[src/sv/dtq_pkg.sv]
// ----------------------------------------------------------------------------
// dtq_pkg
// Shared types and codes for the deadline timer queue.
// ----------------------------------------------------------------------------
package dtq_pkg;

    localparam int unsigned TIME_W = 48;
    localparam int unsigned PER_W  = 32;
    localparam int unsigned ID_W   = 4;
    localparam logic [TIME_W-1:0] TIME_MAX = {TIME_W{1'b1}};

    typedef enum logic [2:0] {
        FN_SCHED  = 3'd0,
        FN_CANCEL = 3'd1,
        FN_TICK   = 3'd2,
        FN_START  = 3'd3,
        FN_FINISH = 3'd4
    } t_func;

    typedef enum logic [2:0] {
        ST_SCHED = 3'd0,
        ST_RUN   = 3'd1,
        ST_CANC  = 3'd2,
        ST_DONE  = 3'd3,
        ST_FREE  = 3'd4
    } t_status;

    typedef enum logic [2:0] {
        ER_OK      = 3'd0,
        ER_FULL    = 3'd1,
        ER_FREE    = 3'd2,
        ER_ZERO    = 3'd3,
        ER_REFUSED = 3'd4
    } t_err;

    typedef enum logic [2:0] {
        S_IDLE,
        S_ALLOC,
        S_SCAN,
        S_HANDLE,
        S_OUT,
        S_CLOSE
    } t_fsm;

    // One candidate travelling down the search chain.
    typedef struct packed {
        logic              found;
        logic [7:0]        idx;
        logic [TIME_W-1:0] t;
    } t_cand;

    // Command broadcast from the controller to every cell.
    typedef struct packed {
        logic              sched_wr;
        logic              stat_wr;
        logic              fire_wr;
        logic              dequeue;
        logic [7:0]        sel;
        t_status           status;
        logic [TIME_W-1:0] fire;
        logic [PER_W-1:0]  period;
        logic              rep;
        logic              skip;
    } t_cmd;

    function automatic logic [TIME_W-1:0] sat_add(input logic [TIME_W-1:0] a,
                                                   input logic [TIME_W-1:0] b);
        logic [TIME_W:0] s;
        s = {1'b0, a} + {1'b0, b};
        return s[TIME_W] ? TIME_MAX : s[TIME_W-1:0];
    endfunction

endpackage

[src/sv/dtq_cell.sv]
// ----------------------------------------------------------------------------
// dtq_cell
// One timer slot: holds its state and passes a search candidate onward.
// ----------------------------------------------------------------------------
module dtq_cell
    import dtq_pkg::*;
#(
    parameter logic [7:0] IDX = 8'd0
) (
    input  logic              i_clk,
    input  logic              i_rst_n,
    input  t_cmd              i_cmd,
    input  logic [TIME_W-1:0] i_now,
    input  logic              i_scan,
    input  logic              i_alloc_in,
    output logic              o_alloc_out,
    input  t_cand             i_cand,
    output t_cand             o_cand,
    output t_status           o_status,
    output logic [TIME_W-1:0] o_fire,
    output logic [PER_W-1:0]  o_period,
    output logic              o_rep,
    output logic              o_skip
);

    t_status           r_status;
    logic              r_queued;
    logic [TIME_W-1:0] r_fire;
    logic [PER_W-1:0]  r_period;
    logic              r_rep;
    logic              r_skip;
    t_cand             r_cand;
    logic              w_hit;
    logic              w_free;

    assign w_hit = i_cmd.sel == IDX;
    // Lowest allocatable slot: the first cell in the chain that is free.
    assign w_free = (r_status == ST_FREE) ||
                    ((r_status == ST_CANC || r_status == ST_DONE) && !r_queued);
    assign o_alloc_out = i_alloc_in || w_free;

    always_ff @(posedge i_clk) begin
        if (!i_rst_n) begin
            r_status <= ST_FREE;
            r_queued <= 1'b0;
        end else begin
            if (w_hit && i_cmd.sched_wr) begin
                r_status <= ST_SCHED;
                r_queued <= 1'b1;
                r_fire   <= i_cmd.fire;
                r_period <= i_cmd.period;
                r_rep    <= i_cmd.rep;
                r_skip   <= i_cmd.skip;
            end
            if (w_hit && i_cmd.stat_wr) r_status <= i_cmd.status;
            if (w_hit && i_cmd.fire_wr) r_fire <= i_cmd.fire;
            if (w_hit && i_cmd.dequeue) r_queued <= 1'b0;
        end
    end

    // Strict less-than keeps the earlier (lower) slot on a tie.
    always_ff @(posedge i_clk) begin
        if (!i_rst_n) begin
            r_cand.found <= 1'b0;
        end else if (i_scan) begin
            if (r_queued && r_fire <= i_now && (!i_cand.found || r_fire < i_cand.t)) begin
                r_cand.found <= 1'b1;
                r_cand.idx   <= IDX;
                r_cand.t     <= r_fire;
            end else begin
                r_cand <= i_cand;
            end
        end
    end

    assign o_cand   = r_cand;
    assign o_status = r_status;
    assign o_fire   = r_fire;
    assign o_period = r_period;
    assign o_rep    = r_rep;
    assign o_skip   = r_skip;

endmodule

[config.mk]
export PLATFORM = sky130hd
export DESIGN_NAME = dtq_cell
export DESIGN_NICKNAME = d
export VERILOG_FILES = /design/src/sv/dtq_pkg.sv /design/src/sv/dtq_cell.sv
export SDC_FILE = /design/constraint.sdc
export NUM_CORES = 1
export LEC_CHECK = 0
export ABC_AREA = 1
export CAP_MARGIN = 20
export CORE_AREA = 2 2 135 137
export DETAILED_ROUTE_END_ITERATION = 6
export DIE_AREA = 0 0 137 139
export DONT_BUFFER_PORTS = 1
export HOLD_SLACK_MARGIN = 0.15
export PLACE_DENSITY_LB_ADDON = 0.1
export SLEW_MARGIN = 20
export SYNTH_ARGS = -nofsm -noshare
export SYNTH_HDL_FRONTEND = slang
export SYNTH_SLANG_ARGS = --single-unit
[constraint.sdc]
create_clock -name i_clk -period 4.4 [get_ports i_clk]
set_input_delay 0.88 -clock i_clk [delete_from_list [all_inputs] [get_ports i_clk]]
set_output_delay 0.88 -clock i_clk [all_outputs]
set_load 0.03 [all_outputs]
== Word level (Yosys, flattened, before mapping) ==
Cells that the tools add are included.
Widths: inputs -> output; s select.

* Magnitude comparators: 2
* Equality and inequality tests: 3
* Muxes and demuxes: 5
* Bitwise logic cells: 1
* Reduce and logical (&&, ||, !) cells: 20

{| class="wikitable"
|+ Operator list
! cell !! count
|-
| $mux 48 || 2
|-
| $mux 57 || 1
|-
| $le 48x48->1 || 1
|-
| $lt 48x48->1 || 1
|-
| $logic_not 8->1 || 1
|-
| $logic_and 1x1->1 || 7
|-
| $eq 3x2->1 const B || 2
|-
| $mux 3 || 2
|-
| $reduce_and 2->1 || 3
|-
| $logic_or 1x1->1 || 4
|-
| $reduce_bool 2->1 || 2
|-
| $eq 3x3->1 const B || 1
|-
| $logic_not 1->1 || 2
|-
| $reduce_or 2->1 || 1
|-
| $not 1->1 || 1
|}

* Register bits: 143
* Input bits: 206
* Output and inout port bits: 143
* Word-level logic and storage cells: 40

== Logic depth before layout (Yosys ltp) ==
Gate-level depths: netlist (run 1).

* Word-level depth: 5
* Gate-level depth with buffers: 19
* Gate-level depth less buffers: 17

== Worst setup path before layout (run 1) ==
Ideal clock, no wire load.

* Kind: input-to-reg
* From: input port i_cmd[86] (netlist name)
* To: register r_fire[0], in the netlist o_fire[0], enable pin
* Setup time: 387 ps
* Data arrival time: 3,781 ps
* Required time: 4,013 ps
* Setup slack: 232 ps
* Cell stages on the path: 5
* Buffers on the path: 0
* Cells stage by stage: nor4_1 and2_1 nand2_1 nor2_1 a31o_2

* Longest elaborated chain between the ends: 4
* Elaborated cells on any way between the ends: 5
* Those cells by class: 5 x reduce/logical

{| class="wikitable"
|+ Ends and longest elaborated chain
! what !! RTL line !! RTL
|-
| start, declared || dtq_cell.sv:12 || <nowiki>input t_cmd i_cmd,</nowiki>
|-
| $logic_not 8->1 * || dtq_cell.sv:36 || <nowiki>assign w_hit = i_cmd.sel == IDX;</nowiki>
|-
| $logic_and 1x1->1, on equally long branches || dtq_cell.sv:47, dtq_cell.sv:56 ||
|-
| $reduce_bool 2->1 (no line) * || n/a ||
|-
| $reduce_and 2->1 (no line) * || n/a ||
|-
| end signal, assigned || dtq_cell.sv:50 || <nowiki>r_fire <= i_cmd.fire;</nowiki>
|-
| end signal, assigned || dtq_cell.sv:56 || <nowiki>if (w_hit && i_cmd.fire_wr) r_fire <= i_cmd.fire;</nowiki>
|-
| end, declared || dtq_cell.sv:28 || <nowiki>logic [TIME_W-1:0] r_fire;</nowiki>
|}

Every way passes the cells marked *; elsewhere a longest branch is shown, timed or not.
A chain may end at the register's enable or synchronous reset.

== Worst setup path after layout (run 1) ==
* From: register r_fire[47], in the netlist o_fire[47]
* To: register r_cand (netlist bit o_cand[2]) (data pin)

* Longest elaborated chain between the ends: 4
* Elaborated cells on any way between the ends: 6
* Those cells by class: 2 x order compare; 1 x mux; 3 x reduce/logical

{| class="wikitable"
|+ Ends and longest elaborated chain
! what !! RTL line !! RTL
|-
| $le 48x48->1 or $lt 48x48->1 (tied branches) || dtq_cell.sv:66 || <nowiki>if (r_queued && r_fire <= i_now && (!i_cand.found || r_fire < i_cand.t)) begin</nowiki>
|-
| $logic_and 1x1->1 or $logic_or 1x1->1 (tied branches) || dtq_cell.sv:66 ||
|-
| $logic_and 1x1->1 * || dtq_cell.sv:66 ||
|-
| $mux 57 * || dtq_cell.sv:66 ||
|-
| end signal, assigned || dtq_cell.sv:71 || <nowiki>r_cand <= i_cand;</nowiki>
|-
| end, declared || dtq_cell.sv:32 || <nowiki>t_cand r_cand;</nowiki>
|}

Marked as above.

==> results.md, run 1 <==
- Status: finished, final reports clean
- Area growth syn-to-layout: 10.32%
- Post-synth ARST share: 0
- Final ANT Viol Nets: 0
- Share of the yosys chip area belonging to registers: 0.5418
- Initial Util: 0.4437
- CTS Root Cell: clkbuf_16
- Crit. End Element: flop
- Rel. slew slack: 0.2805
- Worst slew pin tran: 1.068 ns
- Final Setup Violations: 0
- Final Hold Vio Count: 0
- Initial antenna violation count: 2
- Total CTS buffers: 17
- Die Area: 19040 um^2
- Post-cts sizing count: 0
- DP HPWL: 15980 um
- Yosys warning count: 0
- Port Buffer Count: 0
- Placer Congestion: 0.8537
- Die Y-Extent: 139 um
- Total GRT Usage: 0.2208
- # DRC: 0
- Critical path startpoint category: flop
- Synthesized instance count: 786
- Peak VDD IR: 325.6 uV
- Vias in the first global route: 5620
- Gr ovfl total: 0
- Critical Path AT: 3.23 ns
- Setup TNS: 0 ns
- Top-area cell type share of the netlist area: 0.5290
- Clock Latency Late Sink: 0.42 ns
- Pwr/cell area: 367.9 nW/um^2
- Hold Path Depth: 2
- Lkg Pwr: 3.924 nW
- Average cell area after synthesis: 9.967 um^2
- Final wirelength: 21080 um
- Core Rows: 49
- Fin crit share: 0.6956
- Total setup buffers inserted after CTS: 0
- Synth area leader: edfxtp_1
- Share of cells above drive strength 1: 0.07587
- Maximum clock insertion buffer count: 2
- TritonCTS clock tree: done
- Prevailing post-synth register cell: edfxtp_1
- Max-Cap Viols: 0
- Max Clock Freq: 326.7 MHz
- Synth cell types: 28
- Synth Register Bits: 143
- Startpoint of the worst hold path: r_queued
- Largest net degree at the start of global routing: 51
- R2r setup slk: 1.34 ns
- RSZ-0062 raised after global routing: no
- Clock Skew: 0.009358 ns
- Worst slack, placed: 1.094 ns
- Syn_nets: 1087
- Most frequent cells in the layout: 203 x nand2_1, 138 x edfxtp_1, 130 x inv_1, 95 x ha_1, 56 x nand4_1
- FF-to-FF path depth: 12
- Synthesized area: 7834 um^2
- Drt initial violations: 209
- Synth top area cells: edfxtp_1 53%, ha_1 15%, nand2_1 9.8%, inv_1 6.3%, nand4_1 4.5%
- Minimum clock period: 3.061 ns
- Vias/cell: 5.364
- Reg2Reg Capture Point: o_cand[2]
- Fin. max-slew vios: 0
- Required time of the critical path: 4.57 ns
- DR vias: 5552
- Worst r2r src: o_fire[47]
- Hold Path Sink: r_queued
- EDFF count, synth: 138
- CTS sink cnt: 143
- Die W: 137 um
- First-pass GRT wire length: 31480 um
- Io pins: 349
- Final Worst Setup Slack: 1.339 ns
- DR WL/cell: 20.36 um
- HP Class: flop to flop
- Layout fillers: 1604
- CP max FO: 34
- Commonest non-fill, non-tap cell in the layout: nand2_1
- H-Tree Depth: 4
- Hold_buf cts: 0
- Clock-pin slew on the worst setup and hold paths: 0.06 ns
- Critical Setup Path Class: flop to flop
- Post-layout nets: 1092
- DRT Pass-1 Iters: 5
- Core area: 17660 um^2
logic make-up after synthesis:
group	after synthesis	synth area share
simple gates	332	0.1862
flops	143	0.5418
buf+inv	155	0.07906
compound gates	61	0.04121
fa+ha+maj	95	0.1517
cells in the mapped netlist, drive strengths merged, types with 2 or more instances:
library cell / instances
inv: 134
o21ai: 12
nand2: 215
edfxtp: 138
a21oi: 43
a21o: 2
ha: 95
nand4: 56
o21a: 2
and2: 3
buf: 15
clkbuf: 6
nor2: 42
nor3: 3
nor4: 2
nand3: 9
dfxtp: 5
sequential cells by signal (all words and copies together) (netlist names):
register  cells
o_cand       57
o_period     32
o_skip        1
o_rep         1
o_fire       48
o_status      3
r_queued      1
stage by stage:
| step | utilization | cell area [um^2] | total power, mW | hold slack, ns | cells |
|---|---|---|---|---|---|
| after floorplan | - | 7834 | 1.746 | 0.5987 | 786 |
| after detailed placement | 0.4566 | 8063 | 1.793 | 0.4985 | 1001 |
| after global placement | 0.4566 | 8063 | 1.785 | 0.5016 | 1001 |
| after CTS | 0.4892 | 8637 | 3.217 | 0.5060 | 1033 |
| after global routing | 0.4893 | 8640 | 3.297 | 0.5283 | 1034 |
| final | 0.4894 | 8642 | 3.179 | 0.5056 | 1035 |
report_power, final:
part / internal, mW / switching (mW) / total, mW / leakage [nW]
combinational: 0.0657 / 0.113 / 0.179 / 2.35
sequential: 1.52 / 0.0595 / 1.58 / 1.30
clock: 0.797 / 0.620 / 1.42 / 0.272
total: 2.39 / 0.793 / 3.18 / 3.92
layer usage:
metal / GRT usage / up-vias / share of wire
li1: - / 2667 / -
met3: 0.09576 / 25 / 0.10
met1: 0.2443 / 2604 / 0.38
met5: 0 / - / 0
met2: 0.3792 / 256 / 0.51
met4: 0.06945 / 0 / 0.016
worst max path at each step:
| stage | startpoint | endpoint | slack, ns |
|---|---|---|---|
| CTS | o_fire[47] | o_cand[10] | 1.31 |
| detailed placement | i_now[47] | o_cand[10] | 1.09 |
| floorplan | i_cmd[86] | o_fire[0] | 0.23 |
| finish | o_fire[47] | o_cand[2] | 1.34 |
| global route | o_fire[47] | o_cand[17] | 1.07 |
| global placement | i_now[31] | o_cand[15] | 1.18 |
critical path: stages, from the launching register on:
cell	delay, ns
edfxtp_1	0.59
ha_1	0.40
nand2_1	0.08
nor2_1	0.15
and2_1	0.19
nand3_1	0.15
nor2b_2	0.15
nand2_1	0.07
nand2_2	0.08
nand3_2	0.31
buf_4	0.42
nand2_1	0.12
nand2_1	0.06
layout make-up:
cell class | instances | area, um^2 | share of cell area
clock inverters | 15 | 148.9 | 0.01723
inverters | 134 | 503.0 | 0.05820
repair buffers | 7 | 52.55 | 0.006081
diodes | 2 | 5.005 | 0.0005791
flip-flops and latches | 143 | 4245 | 0.4912
well taps | 229 | 286.5 | 0.03315
multi-input cells | 488 | 2975 | 0.3443
clock buffers | 17 | 425.4 | 0.04923
Power figures use the tool's default switching activity.
==> run 2, diff against run 1 <==
- clock period: 4.4 -> 3.1 ns (I/O delays scaled with it)
==> run 2 against run 1 <==
Compared with the run above:
- utilization up 0.91 points
- via count rose by 0.25%
- final area is 1.9% higher
- global-route usage increased by 0.22 points
- sequential power increased by 42%
- clock skew increased by 0.0035 ns
- critical path type unchanged
- fmax up 17%
- register-to-register slack lost 0.85 ns
- combinational power rose by 46%
- routed wire length up 0.32%
- non-clock buffer count increased by 15
- sequential cell count is the same
- highest routed layer unchanged
==> results.md, run 2 (same netlist as run 1, synthesis figures left out) <==
- Required time of the critical path: 3.39 ns (-1.18 ns)
- Status: finished, final reports clean
- Total GRT Usage: 0.2230 (+0.002195)
- FF-to-FF path depth: 13 (+1)
- Inst Count DP: 1016 (+1.5%)
- Pwr/cell area: 522.1 nW/um^2 (+42%)
- RSZ-0062 raised after global routing: no
- Initial antenna violation count: 1 (-1)
- Final Hold Vio Count: 0 (unchanged)
- Max-Cap Viols: 0 (unchanged)
- Die Area: 19040 um^2 (unchanged)
- Startpoint of the worst hold path: i_cmd[79]
- Drt initial violations: 276 (+32%)
- Critical path startpoint category: flop
- Reg2Reg Capture Point: o_cand[3]
- Finished Layout Cells: 1048 (+1.3%)
- Final Setup Violations: 0 (unchanged)
- Die Y-Extent: 139 um (unchanged)
- Diodes inserted: 0 (-2)
- DP HPWL: 16460 um (+3.0%)
- Maximum clock insertion buffer count: 2 (unchanged)
- HP Class: primary input to flop
- Commonest non-fill, non-tap cell in the layout: nand2_1
- Critical Path AT: 2.90 ns (-0.33 ns)
- Multi-input logic area: 2980 um^2 (+0.17%)
- Vias/cell: 5.311 (-0.99%)
- Worst r2r src: o_fire[21]
- Clock-pin slew on the worst setup and hold paths: 0.07 ns (about the same)
- Total setup buffers inserted after CTS: 0 (unchanged)
- Critical Setup Path Class: flop to flop
- Initial Util: 0.4437 (unchanged)
- Max Clock Freq: 383.3 MHz (+17%)
- CTS Root Cell: clkbuf_16
- Clock Skew: 0.01285 ns (+0.003491 ns)
- Final ANT Viol Nets: 0 (unchanged)
- DRT Pass-1 Iters: 4 (-1)
- Max reg flops: 57 (unchanged)
- Hold Path Depth: 0 (-2)
- H-Tree Depth: 4 (unchanged)
- CP startpoint: o_fire[21]
- Post-layout nets: 1107 (+1.4%)
- CTS sink cnt: 143 (unchanged)
- TritonCTS clock tree: done
- Io pins: 349 (unchanged)
- Lkg Pwr: 4.024 nW (+2.6%)
- Fin. max-slew vios: 0 (unchanged)
- # DRC: 0 (unchanged)
- Final wirelength: 21140 um (+0.32%)
- Port Buffer Count: 0 (unchanged)
- Layout fillers: 1617 (+0.81%)
- WHS: 0.2871 ns (-0.2185 ns)
- Crit. End Element: flop
- Peak VDD IR: 350.9 uV (+7.8%)
- Core Rows: 49 (unchanged)
- Fin crit share: 0.8417 (+0.1461)
- Die W: 137 um (unchanged)
- Hold Path Sink: o_fire[45]
- Vias in the first global route: 5681 (+1.1%)
- Most frequent cells in the layout: 203 x nand2_1, 138 x edfxtp_1, 130 x inv_1, 95 x ha_1, 56 x nand4_1
- Post-cts sizing count: 0 (unchanged)
- Rel. slew slack: 0.5037 (+0.2231)
- Largest net degree at the start of global routing: 51 (unchanged)
- R2r setup slk: 0.49 ns (-0.85 ns)
- Gr ovfl total: 0 (unchanged)
- Setup TNS: 0 ns (unchanged)
- FF+latch area: 4245 um^2 (unchanged)
- CP max FO: 30 (-12%)
- Core area: 17660 um^2 (unchanged)
- Minimum clock period: 2.609 ns (-0.4514 ns)
- Hold_buf cts: 0 (unchanged)
- DR vias: 5566 (+0.25%)
- Clock Latency Late Sink: 0.42 ns (about the same)
- Placer Congestion: 0.8616 (+0.93%)
- Total CTS buffers: 17 (unchanged)
- First-pass GRT wire length: 31750 um (+0.85%)
- Area growth syn-to-layout: 12.38%
- Worst slew pin tran: 0.7434 ns (-0.3245 ns)
- DR WL/cell: 20.18 um (-0.93%)
- Share of cells above drive strength 1: 0.09280 (+0.01693)
-- run 2: how the worst max path moves through the flow --
stage                            end  slack, ns
after global placement    o_cand[37]       0.52
after detailed placement   o_cand[9]       0.46
final                      o_cand[3]       0.49
after floorplan            o_fire[0]       0.16
after global routing       o_cand[6]       0.18
after CTS                  o_cand[9]       0.44
-- run 2: per-layer routing --
| layer | vias up | share of wire | routed length [um] | GRT usage |
|---|---|---|---|---|
| met5 | - | 0 | 0 | 0 |
| met4 | 0 | 0.014 | 288 | 0.06348 |
| met3 | 21 | 0.097 | 2056 | 0.09357 |
| met2 | 246 | 0.51 | 10870 | 0.3875 |
| met1 | 2605 | 0.37 | 7924 | 0.2475 |
| li1 | 2694 | - | - | - |
-- run 2: through the flow --
| stage | utilization | cell area, um^2 | total power, mW | setup slack, ns |
|---|---|---|---|---|
| 3_5_place_dp | 0.4647 | 8205 | 2.552 | 0.4553 |
| 2_1_floorplan | - | 7841 | 2.478 | 0.1550 |
| 4_1_cts | 0.4986 | 8803 | 4.652 | 0.4414 |
| 6_report | 0.4986 | 8803 | 4.596 | 0.4908 |
| 3_3_place_gp | 0.4647 | 8205 | 2.542 | 0.5239 |
| 5_1_grt | 0.4986 | 8803 | 4.776 | 0.1837 |
-- run 2: area by class of cell --
cell class                 instances  area share
timing repair buffer              22     0.02160
multi-input combinational        488      0.3385
tap                              229     0.03255
clock buffer                      17     0.04832
clock inverter                    15     0.01961
sequential                       143      0.4822
inverter                         134     0.05713
-- run 2: critical path: stages (launching register included) --
cell	delay [ns]
edfxtp_1	0.61
ha_1	0.40
nand2_1	0.05
nor2_1	0.15
nand4_1	0.13
nor2_1	0.12
nor2b_2	0.15
nand2_1	0.07
nand3_2	0.06
nand2_2	0.07
nand3_2	0.08
buf_4	0.38
nand2_1	0.11
nand2_1	0.07
-- run 2: power breakdown --
part / internal (mW) / total [mW] / switching [mW]
sequential: 2.16 / 2.25 / 0.0836
combinational: 0.0964 / 0.262 / 0.165
clock: 1.21 / 2.09 / 0.874
==> run 3, diff against run 2 <==
- clock period: 3.1 -> 2.7 ns (I/O delays scaled with it)
==> run 3 against run 2 <==
Compared with the run above:
- sequential power rose by 14%
- sequential cell count unchanged
- worst setup slack worse by 0.22 ns
- critical endpoint is now o_cand[4]
- largest power group unchanged
- total power grew 12%
- register-to-register slack worse by 0.22 ns
- critical path depth decreased by 1
==> results.md, run 3 (same netlist as run 1, synthesis figures left out) <==
- Status: finished, final reports clean
- Reg2Reg Capture Point: o_cand[4]
- Diodes inserted: 0 (unchanged)
- CTS sink cnt: 143 (unchanged)
- Initial antenna violation count: 1 (unchanged)
- Critical Path AT: 2.72 ns (-0.18 ns)
- Minimum clock period: 2.427 ns (-0.1819 ns)
- HP Class: primary input to flop
- Initial Util: 0.4437 (unchanged)
- Post-cts sizing count: 0 (unchanged)
- Setup TNS: 0 ns (unchanged)
- WHS: 0.2099 ns (-0.07726 ns)
- Clock-pin slew on the worst setup and hold paths: 0.07 ns (about the same)
- Worst r2r src: o_fire[31]
- TritonCTS clock tree: done
- First-pass GRT wire length: 31840 um (+0.28%)
- Logic pwr share: 0.059 (+0.002)
- Required time of the critical path: 2.99 ns (-0.40 ns)
- Max Clock Freq: 412.0 MHz (+7.5%)
- Drt initial violations: 266 (-3.6%)
- Vias in the first global route: 5682 (+0.018%)
- Final wirelength: 21190 um (+0.21%)
- Max reg flops: 57 (unchanged)
- Crit. End Element: flop
- Rel. slew slack: 0.5817 (+0.07800)
- Sw Share: 0.2558 (+0.01153)
- Maximum clock insertion buffer count: 2 (unchanged)
- Pint: 3.822 mW (+10%)
- Clock power frac: 0.440 (-0.015)
- Core Rows: 49 (unchanged)
- Port Buffer Count: 0 (unchanged)
- Clock Skew: 0.008142 ns (-0.004707 ns)
- Hold_buf cts: 0 (unchanged)
- Total CTS buffers: 17 (unchanged)
- Critical path startpoint category: flop
- Commonest non-fill, non-tap cell in the layout: nand2_1
- Peak VDD IR: 412.6 uV (+18%)
- Clock Latency Late Sink: 0.42 ns (about the same)
- Fin crit share: 0.8990 (+0.05731)
- Vias/cell: 5.189 (-2.3%)
- Share of cells above drive strength 1: 0.1298 (+0.03703)
- Final ANT Viol Nets: 0 (unchanged)
- Total GRT Usage: 0.2226 (-0.0003495)
- Io pins: 349 (unchanged)
- DRT Pass-1 Iters: 5 (+1)
- Die Y-Extent: 139 um (unchanged)
- Pwr/cell area: 567.3 nW/um^2 (+8.7%)
- Gr ovfl total: 0 (unchanged)
- RSZ-0062 raised after global routing: no
- Net switching power: 1.314 mW (+17%)
- Die W: 137 um (unchanged)
- Post-layout nets: 1143 (+3.3%)
- Core area: 17660 um^2 (unchanged)
- CP max FO: 30 (unchanged)
- FF-to-FF path depth: 12 (-1)
- Max-Cap Viols: 0 (unchanged)
- Area growth syn-to-layout: 15.57%
- DR vias: 5625 (+1.1%)
- CTS Root Cell: clkbuf_16
- Layout fillers: 1618 (+0.062%)
- Worst slack, placed: 0.1544 ns (-0.3009 ns)
- CP startpoint: o_fire[31]
- Die Area: 19040 um^2 (unchanged)
- Most frequent cells in the layout: 203 x nand2_1, 138 x edfxtp_1, 130 x inv_1, 95 x ha_1
- Sequential share of power: 0.501 (+0.012)
- Finished Layout Cells: 1084 (+3.4%)
- Inst Count DP: 1052 (+3.5%)
- Fin. max-slew vios: 0 (unchanged)
- R2r setup slk: 0.27 ns (-0.22 ns)
- DP HPWL: 16500 um (+0.22%)
- Lkg Pwr: 4.186 nW (+4.0%)
- H-Tree Depth: 4 (unchanged)
- DR WL/cell: 19.55 um (-3.1%)
- Critical Setup Path Class: flop to flop
- Final Setup Violations: 0 (unchanged)
- Final Worst Setup Slack: 0.2728 ns (-0.2181 ns)
- Placer Congestion: 0.9065 (+5.2%)
- Worst slew pin tran: 0.6275 ns (-0.1159 ns)
- Largest net degree at the start of global routing: 50 (-2.0%)
- Total setup buffers inserted after CTS: 0 (unchanged)
- Crit path capture: o_cand[4]
- # DRC: 0 (unchanged)
- Final Hold Vio Count: 0 (unchanged)
## run 3: cell types whose count changed in the layout (fill, tap and decap cells not counted)
cell	before	now
inv_8	3	4
clkinv_2	2	0
inv_6	6	5
bufinv_16	2	0
clkinv_8	0	1
clkinv_4	1	4
buf_4	20	56
clkinvlp_4	1	0
a31o_4	0	1
clkbuf_1	0	1
a31o_2	1	0
## run 3: how the worst min path moves through the flow
stage                             end  depth (start not counted)  slack (ns)        start
after detailed placement     r_queued                          2        0.56     r_queued
after floorplan           o_status[0]                          2        0.60  o_status[0]
after global placement       r_queued                          2        0.56     r_queued
final                       o_fire[7]                          0        0.21    i_cmd[41]
after global routing        o_fire[7]                          0        0.19    i_cmd[41]
after CTS                   o_fire[9]                          0        0.19    i_cmd[43]
## run 3: layout make-up
class                   count  area (um^2)  share of cell area
repair buffers             58        460.4             0.05086
clock buffers              18        429.2             0.04740
well taps                 229        286.5             0.03165
inverters                 134        503.0             0.05556
clock inverters            14        140.1             0.01548
multi-input cells         488         2989              0.3302
flip-flops and latches    143         4245              0.4689
## run 3: metal layers
metal / track usage / routed length, um / part of all wire
met1: 0.2567 / 8155 / 0.38
met2: 0.3810 / 10610 / 0.50
met3: 0.08991 / 2166 / 0.10
met4: 0.05914 / 252 / 0.012
met5: 0 / 0 / 0
## run 3: per-stage QoR
step	cell area (um^2)	total power, mW	utilization
2_1_floorplan	7850	2.845	-
3_3_place_gp	8484	2.919	0.4805
3_5_place_dp	8484	2.930	0.4805
4_1_cts	9054	5.193	0.5128
5_1_grt	9054	5.321	0.5128
6_report	9054	5.137	0.5128
## run 3: power by group through the flow
stage / Combinational [mW] / Clock [mW] / Sequential (mW)
floorplan: 0.228 / 0 / 2.62
global placement: 0.296 / 0 / 2.62
detailed placement: 0.307 / 0 / 2.62
CTS: 0.309 / 2.31 / 2.58
global route: 0.357 / 2.39 / 2.58
finish: 0.304 / 2.26 / 2.57
## run 3: worst max-delay path, stage by stage (launching register included)
cell	delay [ns]
edfxtp_1	0.45
ha_1	0.33
nand2_1	0.07
nor2_1	0.16
nand4_1	0.19
nor3_1	0.24
nand2_1	0.08
nand2_1	0.07
nand2_2	0.06
nand3_2	0.07
buf_4	0.38
nand2_1	0.12
nand2_1	0.08
